[config.mk]
export PLATFORM = sky130hd
export DESIGN_NAME = ask_fsk_byte_modulator
export DESIGN_NICKNAME = d
export VERILOG_FILES = /design/src/hw/rtl/afm_pkg.sv /design/src/hw/rtl/afm_ram.sv /design/src/hw/rtl/afm_front.sv /design/src/hw/rtl/afm_back.sv /design/src/hw/rtl/ask_fsk_byte_modulator.sv
export SDC_FILE = /design/constraint.sdc
export NUM_CORES = 1
export LEC_CHECK = 0
export BUFFER_PORTS_ARGS = -buffer_cell sky130_fd_sc_hd__buf_2
export CAP_MARGIN = 20
export CORE_UTILIZATION = 60
export DETAILED_ROUTE_END_ITERATION = 7
export PLACE_DENSITY = 0.72
export SLEW_MARGIN = 10
export SYNTH_ARGS = -nofsm -noshare
export SYNTH_HDL_FRONTEND = slang
export SYNTH_SLANG_ARGS = --single-unit
[constraint.sdc]
create_clock -name clk -period 3.95 [get_ports clk]
set_input_delay 0.395 -clock clk [delete_from_list [all_inputs] [get_ports clk]]
set_output_delay 0.395 -clock clk [all_outputs]
set_load 0.01 [all_outputs]
[src/hw/rtl/afm_pkg.sv]
// Shared types, constants and the sine level table of the ASK/FSK byte modulator.
package afm_pkg;

  localparam int unsigned TABLE_LENGTH = 50;
  localparam int unsigned IDX_W        = 6;
  localparam int unsigned BIT_W        = 4;
  localparam int unsigned LEVEL_W      = 8;

  typedef logic [LEVEL_W-1:0] level_t;
  typedef logic [IDX_W-1:0]   idx_t;
  typedef logic [BIT_W-1:0]   bitcnt_t;

  // Ticks per bit and per gap, DAC levels, bit counter bounds and FSK index steps
  localparam idx_t    PERIOD_LAST   = IDX_W'(TABLE_LENGTH - 1);
  localparam level_t  MID_LEVEL     = 8'd115;
  localparam level_t  START_MARK    = 8'h80;
  localparam bitcnt_t LAST_DATA_BIT = 4'd7;
  localparam bitcnt_t BIT_END       = 4'd9;
  localparam idx_t    STEP_ONE      = 6'd2;
  localparam idx_t    STEP_ZERO     = 6'd1;

  // Command queue between front and back
  localparam int unsigned CMDQ_DEPTH = 4;
  localparam int unsigned CMDQ_PTR_W = 2;
  localparam int unsigned CMDQ_CNT_W = 3;

  typedef enum logic [1:0] {
    PH_IDLE = 2'd0,
    PH_LOAD = 2'd1,
    PH_SEND = 2'd2,
    PH_GAP  = 2'd3
  } phase_t;

  typedef enum logic {
    OP_TICK = 1'b0,
    OP_PUSH = 1'b1
  } op_t;

  typedef struct packed {
    op_t    op;
    level_t data;
  } cmd_t;

  // DAC code per table entry: MID_LEVEL plus 114*sin(2*pi*n/50), truncated
  localparam level_t SINE_LEVEL [0:TABLE_LENGTH-1] = '{
    8'd115, 8'd129, 8'd143, 8'd156, 8'd169, 8'd182, 8'd193, 8'd202, 8'd211, 8'd218,
    8'd223, 8'd226, 8'd228, 8'd228, 8'd226, 8'd223, 8'd218, 8'd211, 8'd202, 8'd193,
    8'd182, 8'd169, 8'd156, 8'd143, 8'd129, 8'd115, 8'd101, 8'd87,  8'd74,  8'd61,
    8'd48,  8'd37,  8'd28,  8'd19,  8'd12,  8'd7,   8'd4,   8'd2,   8'd2,   8'd4,
    8'd7,   8'd12,  8'd19,  8'd28,  8'd37,  8'd48,  8'd61,  8'd74,  8'd87,  8'd101
  };

  // Out-of-table index reads as silence
  function automatic level_t sine_level(input idx_t idx);
    level_t lvl;
    lvl = MID_LEVEL;
    if (idx < IDX_W'(TABLE_LENGTH)) begin
      lvl = SINE_LEVEL[idx];
    end
    return lvl;
  endfunction

endpackage

[src/hw/rtl/afm_ram.sv]
// Generic single-write, single-read RAM with registered read data.
module afm_ram #(
  parameter int WIDTH = 8,
  parameter int DEPTH = 64
) (
  input  logic                     clk,
  input  logic                     we,
  input  logic [$clog2(DEPTH)-1:0] waddr,
  input  logic [WIDTH-1:0]         wdata,
  input  logic [$clog2(DEPTH)-1:0] raddr,
  output logic [WIDTH-1:0]         rdata
);

  logic [WIDTH-1:0] mem [DEPTH];

  always_ff @(posedge clk) begin
    if (we) begin
      mem[waddr] <= wdata;
    end
    rdata <= mem[raddr];
  end

endmodule

[src/hw/rtl/afm_front.sv]
// Front end: accept input beats, classify them and queue them for the sender.
module afm_front (
  input  logic          clk,
  input  logic          rst,
  input  logic          in_valid,
  output logic          in_ready,
  input  logic          in_op,
  input  logic [7:0]    in_data,
  output logic          cmd_valid,
  output afm_pkg::cmd_t cmd,
  input  logic          cmd_ready
);
  import afm_pkg::*;

  cmd_t                  q_mem [CMDQ_DEPTH];
  logic [CMDQ_PTR_W-1:0] rd_ptr;
  logic [CMDQ_PTR_W-1:0] wr_ptr;
  logic [CMDQ_CNT_W-1:0] q_count;
  logic                  q_push;
  logic                  q_pop;
  cmd_t                  in_cmd;

  assign in_ready  = (q_count != CMDQ_CNT_W'(CMDQ_DEPTH));
  assign cmd_valid = (q_count != '0);
  assign cmd       = q_mem[rd_ptr];
  assign q_push    = in_valid && in_ready;
  assign q_pop     = cmd_valid && cmd_ready;

  // Classify: tick or push
  always_comb begin
    in_cmd.op   = in_op ? OP_PUSH : OP_TICK;
    in_cmd.data = in_data;
  end

  always_ff @(posedge clk) begin
    if (q_push) begin
      q_mem[wr_ptr] <= in_cmd;
    end
  end

  always_ff @(posedge clk) begin
    if (rst) begin
      rd_ptr  <= '0;
      wr_ptr  <= '0;
      q_count <= '0;
    end else begin
      if (q_push) begin
        wr_ptr <= wr_ptr + CMDQ_PTR_W'(1);
      end
      if (q_pop) begin
        rd_ptr <= rd_ptr + CMDQ_PTR_W'(1);
      end
      if (q_push && !q_pop) begin
        q_count <= q_count + CMDQ_CNT_W'(1);
      end else if (q_pop && !q_push) begin
        q_count <= q_count - CMDQ_CNT_W'(1);
      end
    end
  end

endmodule

[src/hw/rtl/afm_back.sv]
// Back end: byte FIFO, bit sender state machine and the result register.
module afm_back #(
  parameter int FIFO_DEPTH = 64
) (
  input  logic          clk,
  input  logic          rst,
  input  logic          cfg_wr_en,
  input  logic          cfg_wr_data,
  input  logic          cmd_valid,
  input  afm_pkg::cmd_t cmd,
  output logic          cmd_ready,
  output logic          out_valid,
  input  logic          out_ready,
  output logic [7:0]    out_dac_level,
  output logic          out_sending,
  output logic          out_push_dropped
);
  import afm_pkg::*;

  localparam int ADDR_W = $clog2(FIFO_DEPTH);
  localparam int CNT_W  = $clog2(FIFO_DEPTH + 1);

  logic              ask_mode;
  logic [ADDR_W-1:0] head, head_next;
  logic [ADDR_W-1:0] tail, tail_next;
  logic [CNT_W-1:0]  fifo_count, fifo_count_next;
  phase_t            phase, phase_next;
  level_t            shift_byte, shift_byte_next;
  logic              current_bit, current_bit_next;
  bitcnt_t           bit_counter, bit_counter_next;
  idx_t              period_counter, period_counter_next;
  idx_t              phase_index, phase_index_next;
  level_t            held_level, held_level_next;
  logic              dropped;
  logic              exec;
  logic              fifo_we;
  level_t            fifo_rdata;
  logic [2:0]        bit_sel;
  idx_t              fsk_index;

  assign cmd_ready = !out_valid || out_ready;
  assign exec      = cmd_valid && cmd_ready;

  // Read port sits on the head entry all the time; a load always follows an
  // idle tick that comes after the push that filled it.
  afm_ram #(
    .WIDTH (LEVEL_W),
    .DEPTH (FIFO_DEPTH)
  ) u_fifo_ram (
    .clk   (clk),
    .we    (fifo_we),
    .waddr (tail),
    .wdata (cmd.data),
    .raddr (head),
    .rdata (fifo_rdata)
  );

  always_comb begin
    head_next           = head;
    tail_next           = tail;
    fifo_count_next     = fifo_count;
    phase_next          = phase;
    shift_byte_next     = shift_byte;
    current_bit_next    = current_bit;
    bit_counter_next    = bit_counter;
    period_counter_next = period_counter;
    phase_index_next    = phase_index;
    held_level_next     = held_level;
    dropped             = 1'b0;
    fifo_we             = 1'b0;
    bit_sel             = 3'(LAST_DATA_BIT - bit_counter);
    fsk_index           = phase_index + (current_bit ? STEP_ONE : STEP_ZERO);

    if (exec && cmd.op == OP_PUSH) begin
      if (fifo_count < CNT_W'(FIFO_DEPTH)) begin
        fifo_we         = 1'b1;
        fifo_count_next = fifo_count + CNT_W'(1);
        tail_next       = (tail == ADDR_W'(FIFO_DEPTH - 1)) ? '0 : tail + ADDR_W'(1);
      end else begin
        dropped = 1'b1;
      end
    end else if (exec) begin
      case (phase)
        PH_IDLE: begin
          if (fifo_count != '0) begin
            phase_next = PH_LOAD;
          end else begin
            held_level_next = MID_LEVEL;
          end
        end
        PH_LOAD: begin
          shift_byte_next     = fifo_rdata | START_MARK;
          head_next           = (head == ADDR_W'(FIFO_DEPTH - 1)) ? '0 : head + ADDR_W'(1);
          fifo_count_next     = fifo_count - CNT_W'(1);
          period_counter_next = '0;
          phase_index_next    = '0;
          current_bit_next    = 1'b1;
          bit_counter_next    = 4'd1;
          phase_next          = PH_SEND;
        end
        PH_SEND: begin
          if (ask_mode) begin
            held_level_next = current_bit ? sine_level(period_counter) : MID_LEVEL;
          end else begin
            held_level_next  = sine_level(phase_index);
            phase_index_next = (fsk_index >= PERIOD_LAST) ? '0 : fsk_index;
          end
          period_counter_next = period_counter + IDX_W'(1);
          if (period_counter_next >= PERIOD_LAST) begin
            // Next bit MSB first; past bit 0 the stray bit reads as zero
            current_bit_next    = (bit_counter <= LAST_DATA_BIT) ? shift_byte[bit_sel] : 1'b0;
            phase_index_next    = '0;
            period_counter_next = '0;
            bit_counter_next    = bit_counter + BIT_W'(1);
            if (bit_counter_next >= BIT_END) begin
              phase_next       = PH_GAP;
              bit_counter_next = '0;
            end
          end
        end
        PH_GAP: begin
          held_level_next  = MID_LEVEL;
          phase_index_next = phase_index + IDX_W'(1);
          if (phase_index_next >= PERIOD_LAST) begin
            phase_next = PH_IDLE;
          end
        end
        default: begin
          phase_next = PH_IDLE;
        end
      endcase
    end
  end

  always_ff @(posedge clk) begin
    if (rst) begin
      ask_mode       <= 1'b1;
      head           <= '0;
      tail           <= '0;
      fifo_count     <= '0;
      phase          <= PH_IDLE;
      shift_byte     <= '0;
      current_bit    <= 1'b0;
      bit_counter    <= '0;
      period_counter <= '0;
      phase_index    <= '0;
      held_level     <= '0;
      out_valid      <= 1'b0;
    end else begin
      if (cfg_wr_en) begin
        ask_mode <= cfg_wr_data;
      end
      head           <= head_next;
      tail           <= tail_next;
      fifo_count     <= fifo_count_next;
      phase          <= phase_next;
      shift_byte     <= shift_byte_next;
      current_bit    <= current_bit_next;
      bit_counter    <= bit_counter_next;
      period_counter <= period_counter_next;
      phase_index    <= phase_index_next;
      held_level     <= held_level_next;
      if (exec) begin
        out_valid <= 1'b1;
      end else if (out_ready) begin
        out_valid <= 1'b0;
      end
    end
  end

  always_ff @(posedge clk) begin
    if (exec) begin
      out_dac_level    <= held_level_next;
      out_sending      <= (phase_next != PH_IDLE);
      out_push_dropped <= dropped;
    end
  end

endmodule

[src/hw/rtl/ask_fsk_byte_modulator.sv]
// Top level of the ASK/FSK byte modulator: command front end, sender back end.
//
//  channel   dir  handshake                       payload
//  s_axis    in   s_axis_tvalid / s_axis_tready   tuser: operation, tdata: data_byte
//  m_axis    out  m_axis_tvalid / m_axis_tready   tdata: dac_level, sending, push_dropped
//  cfg       in   cfg_wr_en (no wait)             cfg_wr_data: modulation_mode (1 = ASK)
//
//  Sustained rate is one beat per cycle in and one result per cycle out unless m_axis
//  stalls; the sender state advances once per executed beat, so the back end sets it.
//  An accepted beat goes through the command queue, then into the m_axis result register.
//  rst is synchronous: it clears queue, FIFO pointers, sender state and the mode
//  register (back to ASK); the FIFO RAM itself is not cleared and needs no pass.
//  When m_axis stalls the result register holds, the 4-entry command queue absorbs
//  up to four more beats, and only then is s_axis_tready dropped.
module ask_fsk_byte_modulator #(
  parameter int FIFO_DEPTH = 64
) (
  input  logic        clk,
  input  logic        rst,
  // Configuration write
  input  logic        cfg_wr_en,
  input  logic        cfg_wr_data,     // modulation_mode
  // Input stream
  input  logic        s_axis_tvalid,
  output logic        s_axis_tready,
  input  logic [7:0]  s_axis_tdata,    // [7:0] data_byte
  input  logic [0:0]  s_axis_tuser,    // [0] operation (0 tick, 1 push)
  // Result stream
  output logic        m_axis_tvalid,
  input  logic        m_axis_tready,
  output logic [15:0] m_axis_tdata     // [7:0] dac_level, [8] sending, [9] push_dropped
);
  import afm_pkg::*;

  cmd_t   cmd;
  logic   cmd_valid;
  logic   cmd_ready;
  level_t dac_level;
  logic   sending;
  logic   push_dropped;

  // Accept and classify beats into the command queue
  afm_front u_front (
    .clk       (clk),
    .rst       (rst),
    .in_valid  (s_axis_tvalid),
    .in_ready  (s_axis_tready),
    .in_op     (s_axis_tuser[0]),
    .in_data   (s_axis_tdata),
    .cmd_valid (cmd_valid),
    .cmd       (cmd),
    .cmd_ready (cmd_ready)
  );

  // Execute pushes and sample ticks in order, hold the result for m_axis
  afm_back #(
    .FIFO_DEPTH (FIFO_DEPTH)
  ) u_back (
    .clk              (clk),
    .rst              (rst),
    .cfg_wr_en        (cfg_wr_en),
    .cfg_wr_data      (cfg_wr_data),
    .cmd_valid        (cmd_valid),
    .cmd              (cmd),
    .cmd_ready        (cmd_ready),
    .out_valid        (m_axis_tvalid),
    .out_ready        (m_axis_tready),
    .out_dac_level    (dac_level),
    .out_sending      (sending),
    .out_push_dropped (push_dropped)
  );

  // Pack result fields, zero-fill to 16 bits
  assign m_axis_tdata = {6'd0, push_dropped, sending, dac_level};

endmodule

### Yosys cells after proc, flatten, opt, wreduce, memory -nomap -nowiden

Memories as Yosys holds them, arrays and structs flattened. A register that Yosys moved wholly into a read port is not among the register bits.
Cells that the tools add are included.
Widths: inputs -> output; s select.

* input bits: 15
* RAM bits: 548
* ROM bits: 1024
* latch bits: 0
* flip-flop bits (word level): 73
* logic and storage cells: 137
* memories kept: 4
* output and inout port bits: 18

Memory list
* (no name shown): words 64, bits a word 8, rd ports 1, clocked after memory_dff 0, write ports 0, RTL line afm_pkg.sv:58 `lvl = SINE_LEVEL[idx];`
* (no name shown): words 64, bits a word 8, rd ports 1, clocked after memory_dff 0, write ports 0, RTL line afm_pkg.sv:58
* u_back.u_fifo_ram.mem: words 64, bits a word 8, rd ports 1, clocked after memory_dff 1, write ports 1, RTL line afm_ram.sv:14 `logic [WIDTH-1:0] mem [DEPTH];`
* u_front.q_mem: words 4, bits a word 9, rd ports 1, clocked after memory_dff 1, write ports 1, RTL line afm_front.sv:15 `cmd_t q_mem [CMDQ_DEPTH];`

* divide/modulo/power cells: 0
* $add $sub $neg: 13
* $lt $le $gt $ge: 11
* reductions and logical operators: 25
* bitwise gates (word level): 3
* shift-type cells: 0
* eq/ne operators: 9
* multiply operators: 0
* muxes and demuxes: 54

Operator list (count)
* $mux 8: 11
* $mux 6: 6
* $mux 7: 4
* $add 6x1->6 const B: 4
* $pmux 8 s3: 1
* $ge 6x6->1 const B: 3
* $mux 2: 9
* $pmux 6 s3: 1
* $ge 7x7->1 const B: 2
* $not 6->7: 2
* $mux 1: 13
* $eq 6x6->1 const B: 2
* $lt 6x6->1 const B: 2
* $pmux 6 s2: 1
* $reduce_bool 2->1: 6
* $reduce_and 3->1: 3
* $mux 4: 2
* $pmux 2 s4: 1
* $pmux 4 s2: 1
* $reduce_and 4->1: 2
* $add 7x1->7 const B: 1
* $lt 7x7->1 const B: 1
* $reduce_bool 7->1: 1
* $sub 7x1->7 const B: 1
* 24 further kinds: 35

### Depth between registers and ports, before layout

* word-level depth: 10
* depth in mapped cells: 11
* mapped depth without buffers: 11

### Hierarchy

From an unflattened synthesis, not the netlist that was laid out.

* cell total of the unflattened synthesis: 1698
* area, all modules: 27178.6 µm²

Modules (own cells, without submodules)
* afm_ram: seq. area each 15534.9 µm², area an instance 20166.8 µm², times used 1, cells an instance 940
* afm_back: seq. area each 1421.4 µm², area an instance 5167.5 µm², times used 1, cells an instance 654
* afm_front: seq. area each 1261.2 µm², area an instance 1780.5 µm², times used 1, cells an instance 95
* ask_fsk_byte_modulator: seq. area each 0.0 µm², area an instance 63.8 µm², times used 1, cells an instance 9

### Worst setup path before layout

No wires, ideal clock.

* path kind: register to register
* start point: reg u_back.out_valid
* end point: reg u_back.fifo_count[6]
* period minus slack after synthesis: 3.155 ns
* path buffers: 0
* required time: 3.859 ns
* cell stages (with the launch flop): 12
* setup time: 0.091 ns
* slack: 0.795 ns
* arrival time: 3.064 ns
* path through: dfxtp_1 > nor2b_1 > nor2_1 > and2_1 > inv_1 > fa_1 > a21o_1 > a21oi_1 > o21bai_1 > a21oi_1 > mux2_2 > a311oi_1

* longest elaborated chain between the ends: 6
* elaborated cells between the ends (all ways): 9
* classes of those cells: eq/ne: 1; mux: 1; reduce/logical: 7

Ends and longest elaborated chain
* start, declared: RTL line afm_back.sv:12 `output logic out_valid,`
* start signal, assigned: RTL line afm_back.sv:148 `out_valid <= 1'b0;`
* start signal, assigned: RTL line afm_back.sv:164 `out_valid <= 1'b1;`
* start signal, assigned: RTL line afm_back.sv:166 `out_valid <= 1'b0;`
* $logic_not 1->1 (*): RTL line afm_back.sv:41 `assign cmd_ready = !out_valid || out_ready;`
* $logic_or 1x1->1 (*): RTL line afm_back.sv:41
* $logic_and 1x1->1 (*): RTL line afm_back.sv:42 `assign exec = cmd_valid && cmd_ready;`
* net u_back.exec: RTL line afm_back.sv:35 `logic exec;`
* $logic_and 1x1->1: RTL line afm_back.sv:74 `if (exec && cmd.op == OP_PUSH) begin`
* $ne 2x2->1 (no source line) or $reduce_bool 2->1 (tied branches)
* $reduce_and 3->1 (no source line)
* end signal, assigned: RTL line afm_back.sv:155 `fifo_count <= fifo_count_next;`
* end, declared: RTL line afm_back.sv:26 `logic [CNT_W-1:0] fifo_count, fifo_count_next;`

The timed path passes the listed nets; every way through them passes the cells marked *.
A chain may end at the register's enable or synchronous reset.

==> results.md <==
Clock network:
- The cell at the root of the clock tree is sky130_fd_sc_hd__clkbuf_16.
- After clock tree synthesis, the repair step resized 0 gates.
- The clock net in this run drives a total of 562 sinks.
- Buffers inserted during clock tree synthesis total 54.
- The insertion delay of the later-clocked pin in the worst-skew pair is 0.61 ns.
- The maximum level of the CTS H-tree is 2.
- Clock-pin slew was measured on the worst setup and hold paths at around 0.060 ns.
- The maximum buffer depth of the clock tree is 3.
- The clock tree from TritonCTS is done.

Routing:
- After detailed routing, the number of vias per cell comes to ~6.4.
- The DRC violation total after the first TritonRoute iteration is 1274.
- In the routed design, unresolved DRC markers number 0.
- In the final routed layout, each cell accounts on average for approximately 24 um.
- The post-detailed-route count of antenna-violating nets is 0.
- The total via count after detailed routing is roughly 14000.
- Wires add up to around 52 mm.
- The first detailed-routing pass ran for 5 iterations.

STA:
- The clock arrives with about 0.025 ns of skew.
- The total negative setup slack is 0 ns.
- The count of final hold-check violations is 0.
- The remaining max-slew budget at the tightest pin is about 34%.
- The number of max-slew violations in the final report was 0.
- At the pin with the least slew margin, the transition time is 0.983 ns.
- The fraction of the cycle the final worst path needs is 84.3%.
- Setup repair after global routing left no endpoint under its margin.
- The total of endpoints with negative setup slack in the final report is 0.
- The final hold slack is 0.0350 ns.
- Timing would allow up to around 300 MHz.
- The worst path needs between 3 and 4 ns of the cycle, external delays included.

Cells and area:
- Registers take 16200 um^2.
- 0 antenna diodes ended up in the layout.
- The layout has between 2000 and 3000 filler cells.
- The share of cells above drive strength 1 is a little over a fifth.
- The final cell utilization of the core is between 60% and 70%.
- The final net count is between 1500 and 2000.
- Compared with the post-synthesis result, the final layout area differs by 10.8%.
- The final instance area is roughly 27000 um^2.
- The area of combinational cells with multiple inputs is 7650 um^2.

Die:
- The area inside the core boundary is roughly 40000 um^2.
- 33 I/O pins were placed.
- The die height is between 200 and 250 um.
- The number of placement rows is 73.
- The die boundary width is 204 um.
- The initial utilization of the core area, before any placement, comes to approximately three fifths.
- The total die area is roughly 42000 um^2.

Synth:
- The leading register cell type out of synthesis is sky130_fd_sc_hd__edfxtp_1.
- The instance count of the mapped netlist is 1516.
- Of all flip-flops after synthesis, the portion carrying an async set or reset was 0%.
- For this run, the number of Yosys warnings is 0.
- The post-synthesis sequential area ratio is about two thirds.
- In this run, synthesis produced a sequential element count of around 560.
- Each instance of the synthesized netlist takes up on average about 16 um^2.
- Yosys mapped a number of flops with a built-in enable equal to between 400 and 500.
- The unique cell type count in the Yosys netlist is 80.
- Summing every instance area after synthesis gives 24400 um^2.

GRT:
- The initial antenna violation count is 0.
- The number of global-route vias before repair is 13400.
- The total track usage is about a quarter.
- Entering global routing, the biggest net connects 65 pins.
- Summed over all layers, the global routing overflow is 0.
- The global-route wire length before repair is between 80 and 90 mm.

Setup path:
- The largest fanout of any net on the critical path is 12.
- The critical path class is reg2reg.
- The kind of capture point of the worst setup path is a flop.
- STA classifies the critical path startpoint as a flop.
- Traced cell by cell, the critical path runs through buf_4, mux4_2, and2_1, ha_1, nor2b_1, nand2_1, nor2_1.
- For the worst setup path, the data required time is ~4.2 ns.
- The stage delay of the slowest cell on the critical path is ~0.72 ns.
- The library cell contributing the largest single delay on the critical path is sky130_fd_sc_hd__nor2_1.
- The data arrival time at the worst-slack endpoint is 3.55 ns.

Placement:
- Summing all placed instances gives a cell area of approximately 25000 um^2.
- Input and output buffers added on the ports amount to 25.
- The detailed-placement wirelength estimate is between 30 and 40 mm.
- The placer congestion estimate is 0.879.

Power and ir drop:
- The share of total power dissipated in sequential elements is 49.8%.
- The switching power as a share of total power is roughly 27%.
- The internal power is 11100 uW.
- Per report_power, the combinational group accounts for around 18% of the total.
- The leakage dissipation is 0.00861 uW.
- The proportion of power drawn by the clock network is 32.4%.
- The total power divided by cell area is roughly 560 nW/um^2.
- The completed layout was analyzed and its total power is between 15000 and 20000 uW.
- IR analysis of the VDD net gives a maximum drop of roughly 0.00055 V.
- Summed over all nets, the switching power comes to slightly above 4000 uW.

Hold path:
- The path class of the tightest hold or removal check is in2reg.

Run status:
- The run finished with clean final reports.

Flow run:
- The reported max-cap violation count is 0.
[worst paths after layout]
path,endpoint,depth (start not counted),start,slack [ns]
max reg2reg,u_back.u_fifo_ram.mem[48][3]$_DFFE_PP_,7,flop,0.62
min reg2reg,u_back.shift_byte[5]$_SDFFE_PP0P_,2,u_back.u_fifo_ram.rdata[5]$_DFF_P_,0.44
min,u_back.ask_mode$_SDFFE_PP1P_,2,cfg_wr_en,0.03
max,u_back.u_fifo_ram.mem[48][3]$_DFFE_PP_,7,flop,0.62
[layout make-up]
cell class,count,share of cell area (%)
flip-flops and latches,562,59.7
multi-input cells,822,28.3
clock buffers,65,5.14
repair buffers,101,2.93
well taps,525,2.43
clock inverters,30,1.04
inverters,33,0.458
[registers in the layout, indices dropped and copies added, names as in the netlist, 2 cells and up, named ones only]
register	count
u_front.q_mem	32
u_back.bit_counter	4
u_back.period_counter	6
u_front.q_count	3
u_front.rd_ptr	2
u_back.out_dac_level	8
u_front.wr_ptr	2
u_back.shift_byte	8
u_back.u_fifo_ram.rdata	7
u_back.phase_index	6
u_back.u_fifo_ram.mem	448
u_back.fifo_count	7
u_back.tail	6
u_back.head	6
u_back.held_level	8
u_back.phase	2
[cells by family after synthesis]
family	synth area share, %
AO/OA/AOI/OAI	6.23
XOR/XNOR	0.932
adder cells (fa/ha/maj)	2.45
buffers and inverters	2.52
flip-flops	66.1
multiplexers	14.6
other	0.0154
AND/OR/NAND/NOR	7.09
[power by group through the flow]
stage | sequential (uW) | combinational [uW] | clock (uW)
CTS | 7580 | 2700 | 5000
detailed placement | 7700 | 2690 | 0
global placement | 7690 | 2550 | 0
global route | 7590 | 2960 | 5220
floorplan | 7650 | 1780 | 0
finish | 7560 | 2720 | 4920
[synthesized netlist by cell type, types with 13 or more instances]
cell	count	area share (%)
sky130_fd_sc_hd__xor2_1	15	0.54
sky130_fd_sc_hd__o21ai_0	33	0.68
sky130_fd_sc_hd__clkbuf_1	60	0.92
sky130_fd_sc_hd__buf_2	21	0.43
sky130_fd_sc_hd__mux2i_1	16	0.66
sky130_fd_sc_hd__inv_1	32	0.49
sky130_fd_sc_hd__nor2_1	131	2.0
sky130_fd_sc_hd__nand3_1	27	0.55
sky130_fd_sc_hd__a21oi_1	51	1.0
sky130_fd_sc_hd__mux4_2	144	13
sky130_fd_sc_hd__dfxtp_1	72	5.9
sky130_fd_sc_hd__a211oi_1	15	0.46
sky130_fd_sc_hd__nand2_1	76	1.2
sky130_fd_sc_hd__nor3_1	15	0.31
sky130_fd_sc_hd__edfxtp_1	490	60
sky130_fd_sc_hd__a31oi_1	13	0.33
sky130_fd_sc_hd__nor2b_1	29	0.74
sky130_fd_sc_hd__nand2b_1	18	0.46
sky130_fd_sc_hd__ha_1	43	2.2
[repair_timing]
item | 4_1_cts | 5_1_grt
hold endpoints to repair | 32 | 0
endpoints found under the setup margin | 0 | 0
buffers inserted | 0 | 0
hold buffers | 9 | 0
[metal layers]
metal / wire [um] / GRT usage (%) / vias to the layer above
met5: 0 / 0 / -
li1: - / - / 6105
met2: 25900 / 41.7 / 554
met1: 21600 / 37.4 / 6951
met4: 956 / 7.28 / 0
met3: 3660 / 4.07 / 63
[cell usage in the layout (no fill, tap or decap), types with 15 or more instances in the layout]
master                      netlist  layout
sky130_fd_sc_hd__a211oi_1        15      15
sky130_fd_sc_hd__a21oi_1         51      51
sky130_fd_sc_hd__buf_2           21      25
sky130_fd_sc_hd__buf_4           10      61
sky130_fd_sc_hd__clkbuf_16        0      54
sky130_fd_sc_hd__dfxtp_1         72      69
sky130_fd_sc_hd__edfxtp_1       490     490
sky130_fd_sc_hd__ha_1            43      43
sky130_fd_sc_hd__inv_1           32      32
sky130_fd_sc_hd__mux2i_1         16      16
sky130_fd_sc_hd__mux4_2         144     148
sky130_fd_sc_hd__nand2_1         76      76
sky130_fd_sc_hd__nand2b_1        18      18
sky130_fd_sc_hd__nand3_1         27      27
sky130_fd_sc_hd__nor2_1         131     131
sky130_fd_sc_hd__nor2b_1         29      29
sky130_fd_sc_hd__nor3_1          15      15
sky130_fd_sc_hd__o21ai_0         33      33
sky130_fd_sc_hd__xor2_1          15      15
[critical path, delay by kind of cell, from the launching register on]
family | cells | cell delay (ns)
flip-flops | 1 | 0.33
AND/OR/NAND/NOR | 4 | 1.65
adder cells (fa/ha/maj) | 1 | 0.49
buffers and inverters | 1 | 0.18
multiplexers | 1 | 0.28
[through the flow]
step	std cells	setup WS (ns)
floorplan	1521	0.795
global placement	2032	0.736
detailed placement	2033	0.705
CTS	2137	0.625
global route	2138	0.498
finish	2138	0.622
Power figures use the tool's default switching activity.
